==> src/hdl/lsld_pkg.sv <==
`timescale 1ns / 1ps
// ----------------------------------------------------------------------------
// lsld_pkg: shared constants for the scan segment leg detector
// Field widths, register reset values, register indexes and slope limits.
// ----------------------------------------------------------------------------
package lsld_pkg;

    localparam int COORD_WIDTH_DEF = 16;
    localparam int SLOPE_FRAC_DEF  = 8;

    localparam int DIST_W      = 15;   // distance and 15 bit registers
    localparam int SPREAD_W    = 23;   // slope spread threshold register
    localparam int SLOPE_INT_W = 15;   // integer bits of a slope word, sign included
    localparam int SLOPE_SAT   = 9999; // slope saturation, integer part

    localparam int APB_DATA_W = 32;
    localparam int APB_ADDR_W = 4;

    // register indexes, paddr[3:2]
    localparam logic [1:0] REG_CLUSTER = 2'd0;
    localparam logic [1:0] REG_RANGE   = 2'd1;
    localparam logic [1:0] REG_LEGDIA  = 2'd2;
    localparam logic [1:0] REG_SPREAD  = 2'd3;

    localparam logic [DIST_W-1:0]   CLUSTER_RST = 15'd2048;
    localparam logic [DIST_W-1:0]   RANGE_RST   = 15'd15974;
    localparam logic [DIST_W-1:0]   LEGDIA_RST  = 15'd819;
    localparam logic [SPREAD_W-1:0] SPREAD_RST  = 23'd26;

endpackage

==> src/hdl/lsld_div.sv <==
`timescale 1ns / 1ps
// ----------------------------------------------------------------------------
// lsld_div: serial slope divider
// dy * 2^FRAC_W / dx, truncated toward zero, one quotient bit per cycle,
// saturated to +-9999 * 2^FRAC_W; dx of zero gives the positive limit.
// ----------------------------------------------------------------------------
module lsld_div
    import lsld_pkg::*;
#(
    parameter int COORD_W = COORD_WIDTH_DEF,
    parameter int FRAC_W  = SLOPE_FRAC_DEF
) (
    input  logic                              i_clk,
    input  logic                              i_rst_n,
    input  logic                              i_start,
    input  logic signed [COORD_W:0]           i_dx,
    input  logic signed [COORD_W:0]           i_dy,
    output logic                              o_done,
    output logic [SLOPE_INT_W+FRAC_W-1:0]     o_slope
);

    localparam int DW    = COORD_W + 1;
    localparam int NB    = DW + FRAC_W;
    localparam int SW    = SLOPE_INT_W + FRAC_W;
    localparam int CMPW  = (NB > SW) ? NB : SW;
    localparam int CNT_W = $clog2(NB);
    localparam logic [CMPW-1:0] LIMIT = CMPW'(SLOPE_SAT * (2 ** FRAC_W));

    localparam logic [1:0] D_IDLE = 2'd0;
    localparam logic [1:0] D_RUN  = 2'd1;
    localparam logic [1:0] D_FIX  = 2'd2;

    logic [1:0]       r_state;
    logic [CNT_W-1:0] r_cnt;
    logic [NB-1:0]    r_num;      // numerator out at the top, quotient in at the bottom
    logic [DW-1:0]    r_rem;
    logic [DW-1:0]    r_den;
    logic             r_neg;
    logic             r_zero;

    logic [DW+1:0]    trial;
    logic             ge;
    logic [DW-1:0]    abs_dx;
    logic [DW-1:0]    abs_dy;
    logic [CMPW-1:0]  mag;
    logic [CMPW-1:0]  sat;
    logic [CMPW-1:0]  res;

    assign abs_dx = i_dx[DW-1] ? DW'(-i_dx) : DW'(i_dx);
    assign abs_dy = i_dy[DW-1] ? DW'(-i_dy) : DW'(i_dy);

    assign trial = {1'b0, r_rem, r_num[NB-1]} - {2'b00, r_den};
    assign ge    = ~trial[DW+1];

    assign mag = CMPW'(r_num);
    assign sat = (r_zero || (mag > LIMIT)) ? LIMIT : mag;
    assign res = (r_neg && !r_zero) ? (~sat + 1'b1) : sat;

    always_ff @(posedge i_clk) begin
        if (!i_rst_n) begin
            r_state <= D_IDLE;
            o_done  <= 1'b0;
        end else begin
            o_done <= 1'b0;
            unique case (r_state)
                D_IDLE: begin
                    if (i_start) begin
                        r_state <= D_RUN;
                    end
                end
                D_RUN: begin
                    if (r_cnt == CNT_W'(NB - 1)) begin
                        r_state <= D_FIX;
                    end
                end
                D_FIX: begin
                    o_done  <= 1'b1;
                    r_state <= D_IDLE;
                end
                default: begin
                    r_state <= D_IDLE;
                end
            endcase
        end
    end

    always_ff @(posedge i_clk) begin
        if (r_state == D_IDLE && i_start) begin
            r_zero <= (i_dx == '0);
            r_neg  <= i_dx[DW-1] ^ i_dy[DW-1];
            r_den  <= abs_dx;
            r_num  <= {abs_dy, {FRAC_W{1'b0}}};
            r_rem  <= '0;
            r_cnt  <= '0;
        end else if (r_state == D_RUN) begin
            // restoring step: shift the next numerator bit in, subtract if it fits
            r_rem <= ge ? trial[DW-1:0] : {r_rem[DW-2:0], r_num[NB-1]};
            r_num <= {r_num[NB-2:0], ge};
            r_cnt <= r_cnt + 1'b1;
        end
        if (r_state == D_FIX) begin
            o_slope <= res[SW-1:0];
        end
    end

endmodule

==> src/hdl/lidar_scan_segment_leg_detector_unit.sv <==
`timescale 1ns / 1ps
// ----------------------------------------------------------------------------
// lidar_scan_segment_leg_detector_unit: scan segmenter and leg detector
// Splits a stream of scan points into segments at distance jumps and at the
// end of a scan, and reports each kept segment with its end points, floor
// midpoint, neighbour slope extremes and a leg flag.
// ----------------------------------------------------------------------------
//
//  channel   dir  payload                                         handshake
//  s_axis    in   tdata: distance, point_x, point_y; tlast: eos   tvalid/tready
//  m_axis    out  tdata: ends, mid, slopes; tuser: is_leg;         tvalid/tready
//                 tlast: last_of_run
//  apb       in   4 registers at byte address 4*i, 32 bit data    psel/penable
//
//  One word at a time. A point goes through the steps accept, check, add and
//  finish, plus, when it extends a segment, the serial slope divider. A
//  report with a slope passes through the shared multiplier (chord squared
//  against diameter squared), and every report through the output stage.
//  s_axis_tready is high only while the sequencer is idle; a report waits in
//  the emit step while the output register is still full, which stalls input.
//  Reset is synchronous: registers back to defaults, no segment open.
//
module lidar_scan_segment_leg_detector_unit
    import lsld_pkg::*;
#(
    parameter int COORD_WIDTH     = COORD_WIDTH_DEF,
    parameter int SLOPE_FRAC_BITS = SLOPE_FRAC_DEF
) (
    input  logic                  i_clk,
    input  logic                  i_rst_n,

    input  logic                  s_axis_tvalid,
    output logic                  s_axis_tready,
    // distance [14:0], point_x, point_y, zero fill
    input  logic [((DIST_W + 2*COORD_WIDTH + 7) / 8) * 8 - 1:0] s_axis_tdata,
    input  logic                  s_axis_tlast,   // end_of_scan

    output logic                  m_axis_tvalid,
    input  logic                  m_axis_tready,
    // left_x, left_y, right_x, right_y, mid_x, mid_y, largest_slope,
    // smallest_slope, zero fill
    output logic [((6*COORD_WIDTH + 2*(SLOPE_INT_W + SLOPE_FRAC_BITS) + 7) / 8) * 8 - 1:0]
                                  m_axis_tdata,
    output logic                  m_axis_tuser,   // is_leg
    output logic                  m_axis_tlast,   // last_of_run

    input  logic                  psel,
    input  logic                  penable,
    input  logic                  pwrite,
    input  logic [APB_ADDR_W-1:0] paddr,
    input  logic [APB_DATA_W-1:0] pwdata,
    output logic [APB_DATA_W-1:0] prdata,
    output logic                  pready
);

    localparam int CW    = COORD_WIDTH;
    localparam int DW    = CW + 1;
    localparam int SW    = SLOPE_INT_W + SLOPE_FRAC_BITS;
    localparam int MW    = (DW > DIST_W + 1) ? DW : DIST_W + 1;
    localparam int SPW   = ((SW > SPREAD_W) ? SW : SPREAD_W) + 2;
    localparam int OUT_W = ((6*CW + 2*SW + 7) / 8) * 8;

    // sequencer steps
    localparam logic [3:0] ST_IDLE   = 4'd0;
    localparam logic [3:0] ST_CHECK  = 4'd1;
    localparam logic [3:0] ST_CLOSE  = 4'd2;
    localparam logic [3:0] ST_SQ1    = 4'd3;
    localparam logic [3:0] ST_SQ2    = 4'd4;
    localparam logic [3:0] ST_SQ3    = 4'd5;
    localparam logic [3:0] ST_SQ4    = 4'd6;
    localparam logic [3:0] ST_EMIT   = 4'd7;
    localparam logic [3:0] ST_ADD    = 4'd8;
    localparam logic [3:0] ST_DSTART = 4'd9;
    localparam logic [3:0] ST_DIV    = 4'd10;
    localparam logic [3:0] ST_FIN    = 4'd11;

    logic [3:0]              r_state;
    logic [3:0]              n_state;

    // config registers
    logic [DIST_W-1:0]       r_cfg_cluster;
    logic [DIST_W-1:0]       r_cfg_range;
    logic [DIST_W-1:0]       r_cfg_dia;
    logic [SPREAD_W-1:0]     r_cfg_spread;

    // latched input word
    logic [DIST_W-1:0]       r_d;
    logic signed [CW-1:0]    r_x;
    logic signed [CW-1:0]    r_y;
    logic                    r_eos;

    // segment state
    logic [DIST_W-1:0]       r_prev;
    logic                    r_open;
    logic [DIST_W-1:0]       r_first_d;
    logic signed [CW-1:0]    r_first_x;
    logic signed [CW-1:0]    r_first_y;
    logic signed [CW-1:0]    r_last_x;
    logic signed [CW-1:0]    r_last_y;
    logic signed [SW-1:0]    r_max;
    logic signed [SW-1:0]    r_min;
    logic                    r_has_slope;

    // work registers
    logic signed [DW-1:0]    r_cx;       // step or chord, x
    logic signed [DW-1:0]    r_cy;       // step or chord, y
    logic [2*MW-1:0]         r_prod;
    logic [2*MW:0]           r_acc;
    logic                    r_leg;
    logic                    r_eos_phase; // closing because of end of scan

    // output stage
    logic [OUT_W-1:0]        r_out_data;
    logic                    r_out_leg;
    logic                    r_out_last;
    logic                    r_out_valid;

    logic                    cfg_wr;
    logic [DIST_W-1:0]       jump;
    logic                    jump_hit;
    logic                    out_free;
    logic                    keep;
    logic signed [MW-1:0]    mul_a;
    logic signed [2*MW-1:0]  mul_p;
    logic signed [SPW-1:0]   spread;
    logic signed [SPW-1:0]   spread_thr;
    logic [DW-1:0]           sum_x;
    logic [DW-1:0]           sum_y;
    logic                    run_last;
    logic                    div_start;
    logic                    div_done;
    logic [SW-1:0]           div_slope;
    logic signed [SW-1:0]    slope;

    // ---------------------------------------------------------------- APB
    assign pready = 1'b1;
    assign cfg_wr = psel & penable & pwrite;

    always_comb begin
        unique case (paddr[3:2])
            REG_CLUSTER: prdata = APB_DATA_W'(r_cfg_cluster);
            REG_RANGE:   prdata = APB_DATA_W'(r_cfg_range);
            REG_LEGDIA:  prdata = APB_DATA_W'(r_cfg_dia);
            REG_SPREAD:  prdata = APB_DATA_W'(r_cfg_spread);
            default:     prdata = '0;
        endcase
    end

    always_ff @(posedge i_clk) begin
        if (!i_rst_n) begin
            r_cfg_cluster <= CLUSTER_RST;
            r_cfg_range   <= RANGE_RST;
            r_cfg_dia     <= LEGDIA_RST;
            r_cfg_spread  <= SPREAD_RST;
        end else if (cfg_wr) begin
            unique case (paddr[3:2])
                REG_CLUSTER: r_cfg_cluster <= pwdata[DIST_W-1:0];
                REG_RANGE:   r_cfg_range   <= pwdata[DIST_W-1:0];
                REG_LEGDIA:  r_cfg_dia     <= pwdata[DIST_W-1:0];
                REG_SPREAD:  r_cfg_spread  <= pwdata[SPREAD_W-1:0];
                default: ;
            endcase
        end
    end

    // ---------------------------------------------------------------- datapath
    assign s_axis_tready = (r_state == ST_IDLE);

    assign jump     = (r_d > r_prev) ? (r_d - r_prev) : (r_prev - r_d);
    assign jump_hit = r_open && (jump >= r_cfg_cluster);
    assign keep     = (r_first_d < r_cfg_range);
    assign out_free = !r_out_valid || m_axis_tready;

    // shared multiplier: chord x squared, chord y squared, diameter squared
    always_comb begin
        unique case (r_state)
            ST_SQ1:  mul_a = MW'(r_cx);
            ST_SQ2:  mul_a = MW'(r_cy);
            ST_SQ3:  mul_a = $signed({{(MW-DIST_W){1'b0}}, r_cfg_dia});
            default: mul_a = '0;
        endcase
    end
    assign mul_p = mul_a * mul_a;

    assign spread     = SPW'(r_max) - SPW'(r_min);
    assign spread_thr = $signed({{(SPW-SPREAD_W){1'b0}}, r_cfg_spread});

    // floor midpoint: arithmetic half of the widened sum
    assign sum_x = {r_first_x[CW-1], r_first_x} + {r_last_x[CW-1], r_last_x};
    assign sum_y = {r_first_y[CW-1], r_first_y} + {r_last_y[CW-1], r_last_y};

    // a jump report is last unless the same word also flushes a kept segment,
    // which then starts at this word's distance
    assign run_last = r_eos_phase || !(r_eos && (r_d < r_cfg_range));

    assign div_start = (r_state == ST_DSTART);
    assign slope     = $signed(div_slope);

    lsld_div #(
        .COORD_W (CW),
        .FRAC_W  (SLOPE_FRAC_BITS)
    ) u_div (
        .i_clk   (i_clk),
        .i_rst_n (i_rst_n),
        .i_start (div_start),
        .i_dx    (r_cx),
        .i_dy    (r_cy),
        .o_done  (div_done),
        .o_slope (div_slope)
    );

    // ---------------------------------------------------------------- sequencer
    always_comb begin
        n_state = r_state;
        unique case (r_state)
            ST_IDLE:   if (s_axis_tvalid) n_state = ST_CHECK;
            ST_CHECK:  n_state = jump_hit ? ST_CLOSE : ST_ADD;
            ST_CLOSE: begin
                priority if (!keep)       n_state = r_eos_phase ? ST_IDLE : ST_ADD;
                else if (!r_has_slope)    n_state = ST_EMIT;
                else                      n_state = ST_SQ1;
            end
            ST_SQ1:    n_state = ST_SQ2;
            ST_SQ2:    n_state = ST_SQ3;
            ST_SQ3:    n_state = ST_SQ4;
            ST_SQ4:    n_state = ST_EMIT;
            ST_EMIT:   if (out_free) n_state = r_eos_phase ? ST_IDLE : ST_ADD;
            ST_ADD:    n_state = r_open ? ST_DSTART : ST_FIN;
            ST_DSTART: n_state = ST_DIV;
            ST_DIV:    if (div_done) n_state = ST_FIN;
            ST_FIN:    n_state = r_eos ? ST_CLOSE : ST_IDLE;
            default:   n_state = ST_IDLE;
        endcase
    end

    // control state
    always_ff @(posedge i_clk) begin
        if (!i_rst_n) begin
            r_state     <= ST_IDLE;
            r_open      <= 1'b0;
            r_has_slope <= 1'b0;
            r_out_valid <= 1'b0;
            r_eos_phase <= 1'b0;
        end else begin
            r_state <= n_state;
            if (r_state == ST_EMIT && out_free) begin
                r_out_valid <= 1'b1;
            end else if (m_axis_tready) begin
                r_out_valid <= 1'b0;
            end
            unique case (r_state)
                ST_CHECK: r_eos_phase <= 1'b0;
                ST_CLOSE: r_open <= 1'b0;
                ST_ADD: begin
                    if (!r_open) begin
                        r_open      <= 1'b1;
                        r_has_slope <= 1'b0;
                    end
                end
                ST_DIV:   if (div_done) r_has_slope <= 1'b1;
                ST_FIN:   if (r_eos) r_eos_phase <= 1'b1;
                default: ;
            endcase
        end
    end

    // payload
    always_ff @(posedge i_clk) begin
        unique case (r_state)
            ST_IDLE: begin
                if (s_axis_tvalid) begin
                    r_d   <= s_axis_tdata[DIST_W-1:0];
                    r_x   <= $signed(s_axis_tdata[DIST_W +: CW]);
                    r_y   <= $signed(s_axis_tdata[DIST_W+CW +: CW]);
                    r_eos <= s_axis_tlast;
                end
            end
            ST_CLOSE: begin
                r_leg <= 1'b0;
                r_cx  <= $signed({r_last_x[CW-1], r_last_x}) -
                         $signed({r_first_x[CW-1], r_first_x});
                r_cy  <= $signed({r_last_y[CW-1], r_last_y}) -
                         $signed({r_first_y[CW-1], r_first_y});
            end
            ST_SQ1: r_prod <= mul_p;
            ST_SQ2: begin
                r_acc  <= {1'b0, r_prod};
                r_prod <= mul_p;
            end
            ST_SQ3: begin
                r_acc  <= r_acc + {1'b0, r_prod};
                r_prod <= mul_p;
            end
            ST_SQ4: r_leg <= (spread > spread_thr) && (r_acc < {1'b0, r_prod});
            ST_EMIT: begin
                if (out_free) begin
                    r_out_data <= OUT_W'({r_min, r_max, sum_y[CW:1], sum_x[CW:1],
                                          r_last_y, r_last_x, r_first_y, r_first_x});
                    r_out_leg  <= r_leg;
                    r_out_last <= run_last;
                end
            end
            ST_ADD: begin
                if (!r_open) begin
                    r_first_d <= r_d;
                    r_first_x <= r_x;
                    r_first_y <= r_y;
                    r_max     <= '0;
                    r_min     <= '0;
                end else begin
                    r_cx <= $signed({r_x[CW-1], r_x}) - $signed({r_last_x[CW-1], r_last_x});
                    r_cy <= $signed({r_y[CW-1], r_y}) - $signed({r_last_y[CW-1], r_last_y});
                end
            end
            ST_DIV: begin
                if (div_done) begin
                    priority if (!r_has_slope) begin
                        r_max <= slope;
                        r_min <= slope;
                    end else begin
                        if (slope > r_max) r_max <= slope;
                        if (slope < r_min) r_min <= slope;
                    end
                end
            end
            ST_FIN: begin
                r_last_x <= r_x;
                r_last_y <= r_y;
                r_prev   <= r_d;
            end
            default: ;
        endcase
    end

    assign m_axis_tvalid = r_out_valid;
    assign m_axis_tdata  = r_out_data;
    assign m_axis_tuser  = r_out_leg;
    assign m_axis_tlast  = r_out_last;

endmodule
==> config.mk <==
export PLATFORM = sky130hd
export DESIGN_NAME = lidar_scan_segment_leg_detector_unit
export DESIGN_NICKNAME = d
export VERILOG_FILES = /design/src/hdl/lsld_pkg.sv /design/src/hdl/lsld_div.sv /design/src/hdl/lidar_scan_segment_leg_detector_unit.sv
export SDC_FILE = /design/constraint.sdc
export NUM_CORES = 2
export LEC_CHECK = 0
export BUFFER_PORTS_ARGS = -buffer_cell sky130_fd_sc_hd__buf_2
export CORE_ASPECT_RATIO = 0.9
export CORE_UTILIZATION = 55
export DETAILED_ROUTE_END_ITERATION = 8
export GPL_ROUTABILITY_DRIVEN = 1
export PLACE_DENSITY = 0.73
export RECOVER_POWER = 25
export SKIP_CTS_REPAIR_TIMING = 1
export SLEW_MARGIN = 20
export SYNTH_ARGS = -nofsm -noshare
export SYNTH_HDL_FRONTEND = slang
export SYNTH_HIERARCHICAL = 1
export SYNTH_SLANG_ARGS = --single-unit
==> constraint.sdc <==
create_clock -name i_clk -period 21.9 [get_ports i_clk]
set_clock_uncertainty 0.2 [all_clocks]
set_input_delay 2.19 -clock i_clk [delete_from_list [all_inputs] [get_ports i_clk]]
set_output_delay 2.19 -clock i_clk [all_outputs]
set_load 0.02 [all_outputs]
; ---- Word level (Yosys, flattened, before mapping)
; Index checks and enable logic that the tools add are counted.
[word_totals]
out_inout_bits = 181
regBits = 604
inputBits = 92
wordCells = 183
[classes]
n_reduce_logical = 38
n_lt_le_gt_ge = 9
bitwise = 6
multipliers = 1
add_sub_neg = 15
n_eq_ne = 27
mux = 47
[op_table]
columns = op, n
row1 = $mux 23, 9
row2 = $pmux 32 s4, 1
row3 = $pmux 23 s2, 2
row4 = $pmux 35 s2, 1
row5 = $mux 17, 4
row6 = $pmux 17 s2, 2
row7 = $sub 16x16->17, 4
row8 = $pmux 17 s3, 1
row9 = $mux 25, 2
row10 = $pmux 4 s12, 1
row11 = $add 35x34->35, 1
row12 = $lt 35x34->1, 1
row13 = $add 16x16->17, 2
row14 = $mul 17x17->34, 1
row15 = $neg 17->17, 2
row16 = $lt 15x15->1, 2
row17 = $sub 15x15->15, 2
row18 = $gt 25x22->1 const B, 1
row19 = $gt 24x24->1, 1
row20 = $mux 4, 6
row21 = $sub 23x23->24, 1
row22 = $add 23x1->23 const B, 1
row23 = $gt 23x23->1, 1
row24 = $lt 23x23->1, 1
row25 = 36 further kinds, 93

; ---- Longest topological paths before layout
[depth]
word_depth = 6
depth_mapped = 32
depth_no_buf = 28

; ---- Modules after synthesis
; The synthesis kept the hierarchy.
[modules_own_cells]
columns = module, instances, area_per_inst_um2, cells_per_inst
row1 = lidar_scan_segment_leg_detector_unit, 1, 39111.3, 3811
row2 = lsld_div, 1, 5706.7, 625

; ---- Least setup slack after synthesis
; OpenSTA, ideal clock, no wires.
[synth_path]
path_type = in2reg
start = in m_axis_tready
end = reg r_out_data[0], in the netlist m_axis_tdata[0] (enable)
setup_ns = 0.664
setup_slack_ns = 12.367
arrival_time_ns = 8.669
n_path_buf = 0
stages = 2
required_ns = 21.036
path_cell_list = nand2b_1 nor2b_1
[synth_between]
elab_chain_len = 2
[synth_lines]
columns = element, line
row1 = "start, declared", lidar_scan_segment_leg_detector_unit.sv:39  ; input logic m_axis_tready,
row2 = $logic_or 1x1->1, lidar_scan_segment_leg_detector_unit.sv:172  ; assign out_free = !r_out_valid || m_axis_tready;
row3 = $reduce_and 2->1 (no source line), --
row4 = "end signal, assigned", lidar_scan_segment_leg_detector_unit.sv:297  ; r_out_data <= OUT_W'({r_min, r_max, sum_y[CW:1], sum_x[CW:1],
row5 = "end, declared", lidar_scan_segment_leg_detector_unit.sv:113  ; logic [OUT_W-1:0] r_out_data;
; Every way passes these cells.
; A chain may end at the register's enable or synchronous reset.

==> impl_metrics.py <==
metrics = {
    "routing": {
        "wl_per_cell_um": 18.8,
        "drtIter0Drc": 2560,
        "vias_per_cell": 5.68,
        "first_pass_iters": 6,
        "drcViolationCount": 0,
        "drt_wl_total_um": 108000,
        "via_count": 32600,
        "postRouteAntennaNets": 0,
    },
    "clock_tree": {
        "clkLatencyLatePin_ns": 0.67,
        "ctsRootBufferMaster": "clkbuf_16",
        "clockBufferDepth": 3,
        "clock-sinks": 603,
        "clkSlewWorstSetupHoldPaths_ns": 0.07,
        "cts_htree_levels": 2,
        "cts_buffers": 61,
        "cts_tree": "yes",
    },
    "setup_path": {
        "critical_path.max_fanout": 24,
        "critPathRequiredTime_ns": 22.09,
        "cp.arrival_ns": 9.82,
        "cp-end-kind": "register",
        "startpoint_type": "register",
        "worstSetupPathType": "reg2reg",
    },
    "global_route": {
        "grt_antenna_before_repair": 2,
        "grt_pass1_vias": 31800,
        "grt_overflow_total": 0,
        "grt_pass1_wl_um": 171000,
        "grt_max_degree": 73,
        "gr-usage-all-layers_pct": 26.2,
    },
    "pwr": {
        "power-per-cell-area_mw_per_mm2": 96.4,
        "peakVddDrop_uv": 84.9,
        "leakage_nw": 21.4,
    },
    "die": {
        "rows": 98,
        "die_height_um": 273,
        "die_w_um": 303,
        "core_mm2": 0.0801,
        "io_pins": 273,
        "initial_core_util_pct": 56.0,
        "dieArea_mm2": 0.0826,
    },
    "logic_synthesis": {
        "synth_cell_types": 95,
        "synth_cells": 4436,
        "synth.avg_cell_area_um2": 10.1,
        "netlist.area_leader.share_pct": 33.1,
        "yosysTopAreaCell": "edfxtp_1",
        "ys_warn_count": 6,
        "yosysSeqAreaShare_pct": 38.0,
        "synthTopCellsByArea": "edfxtp_1 (33%), fa_1 (13%), ha_1 (12%)",
        "ys_async_sr_fraction_pct": 0,
        "synth_edf_count": 494,
        "ys_ff_latch": 603,
        "synth_flop_cell": "edfxtp_1",
        "syn_area_mm2": 0.0448,
    },
    "timing": {
        "finalSetupViolCount": 0,
        "holdWs_ns": 0.234,
        "period_needed_ns": 9.63,
        "tightestPinTransition_ns": 2.02,
        "min_period_over_period_pct": 44.0,
        "finalHoldViolCount": 0,
        "slew_headroom_pct": -34.8,
        "fmax_mhz": 104,
        "rsz0062_at_grt": "false",
        "slew_viol_final": 60,
        "tns_ns": 0,
    },
    "min_path": {
        "holdCritPathClass": "reg2reg",
    },
    "final_layout": {
        "drive_gt1_share_pct": 9.67,
        "layout.cells.most_common": "inv_1",
        "mostFrequentLayoutCells": "inv_1 (694), edfxtp_1 (494), ha_1 (436)",
        "nets": 5445,
        "area_growth_pct": 9.76,
    },
    "run_status": {
        "violations": "max-capacitance violations, max-slew violations",
        "status": "complete, but fails checks",
    },
    "placement": {
        "place.gp.congestion": 0.964,
        "hpwlAfterDp_um": 83000,
        "io_buffers": 248,
    },
    "job": {
        "cap_violations": 2,
    },
}
==> critical path: stages, from the launching register on <==
cell and delay (ns):
dfxtp_1 1.00, nand2b_1 0.41, nor3_2 0.88, a22o_1 0.61, inv_1 0.39, nor2_1 0.30
inv_1 0.10, fa_1 0.53, inv_1 0.06, fa_1 0.41, inv_1 0.12, fa_1 0.46
fa_1 0.52, fa_1 0.50, fa_1 0.52, inv_1 0.04, ha_1 0.36, a21o_1 0.18
a21oi_1 0.20, nor3b_1 0.33, nand2b_1 0.10, o21ai_0 0.22, o21ai_0 0.16, or3_1 0.36
a31o_2 0.27, xor2_1 0.14
==> stage by stage <==
| stage | setup slack (ns) | utilization [%] | std cells | area [um2] | power [mW] |
|---|---|---|---|---|---|
| final | 12.27 | 61.4 | 5739 | 49200 | 4.74 |
| after global routing | 11.71 | 61.4 | 5739 | 49200 | 5.05 |
| after CTS | 12.36 | 61.4 | 5737 | 49200 | 4.74 |
| after detailed placement | 12.40 | 58.8 | 5624 | 47100 | 3.62 |
| after global placement | 12.50 | 58.8 | 5624 | 47000 | 3.58 |
| after floorplan | 12.37 | - | 4446 | 44900 | 3.10 |
==> path summary, 6_finish.rpt <==
kind | startpoint | end | slack, ns | cells after the start
worst max-delay path | r_state[2] | r_prod[32] | 12.27 | 25
worst min-delay path | r_leg | m_axis_tuser | 0.23 | 0
worst max register to register | r_state[2] | r_prod[32] | 12.27 | 25
worst min register to register | r_leg | m_axis_tuser | 0.23 | 0
==> layer usage <==
layer / part of all wire [%] / routed length (um) / vias up / GRT usage [%]
met3: 7.2 / 7790 / 175 / 3.60
met1: 46 / 49300 / 15700 / 38.2
met4: 3.0 / 3180 / 0 / 8.04
met2: 44 / 47400 / 1175 / 40.6
li1: - / - / 15600 / -
met5: 0 / 0 / - / 0
==> layout make-up <==
class,instances,area (um2)
repair buffers,274,1420
clock buffers,67,1570
diodes,2,5.00
fillers,6592,30900
flip-flops and latches,603,17000
well taps,1050,1310
multi-input cells,2994,24700
clock inverters,46,576
inverters,703,2640
==> state kept, by name, summed over array words and instances, names as in the netlist, 23 cells and up <==
signal,flops
m_axis_tdata,142
r_cfg_spread,23
r_min,23
r_max,23
u_div/o_slope,23
r_prod,33
r_acc,35
u_div/mag,25
==> kinds of logic after synthesis <==
group	after synthesis	synth area share, %
flip-flops	603	38.0
multiplexers	38	1.27
AO/OA/AOI/OAI	897	12.8
XOR/XNOR	215	4.20
buffers and inverters	849	7.27
other	2	0.0168
adder cells (fa/ha/maj)	716	24.7
AND/OR/NAND/NOR	1116	11.8
==> power breakdown <==
part / internal [mW] / switching, mW / total (mW) / leakage [nW]
Clock: 0.640 / 0.467 / 1.11 / 1.04
Combinational: 0.751 / 1.17 / 1.92 / 15.0
Sequential: 1.53 / 0.189 / 1.72 / 5.39
==> Yosys cell counts, types with 54 or more instances <==
| master | number |
|---|---|
| inv_1 | 694 |
| fa_1 | 280 |
| xnor2_1 | 154 |
| clkbuf_1 | 112 |
| ha_1 | 436 |
| xor2_1 | 61 |
| edfxtp_1 | 494 |
| nand2b_1 | 54 |
| nor2_1 | 265 |
| a21o_1 | 77 |
| nand2_1 | 408 |
| nor3_1 | 75 |
| o21ai_0 | 181 |
| a21oi_1 | 273 |
| dfxtp_1 | 109 |
Note: power is estimated with default switching activity, not from simulation.
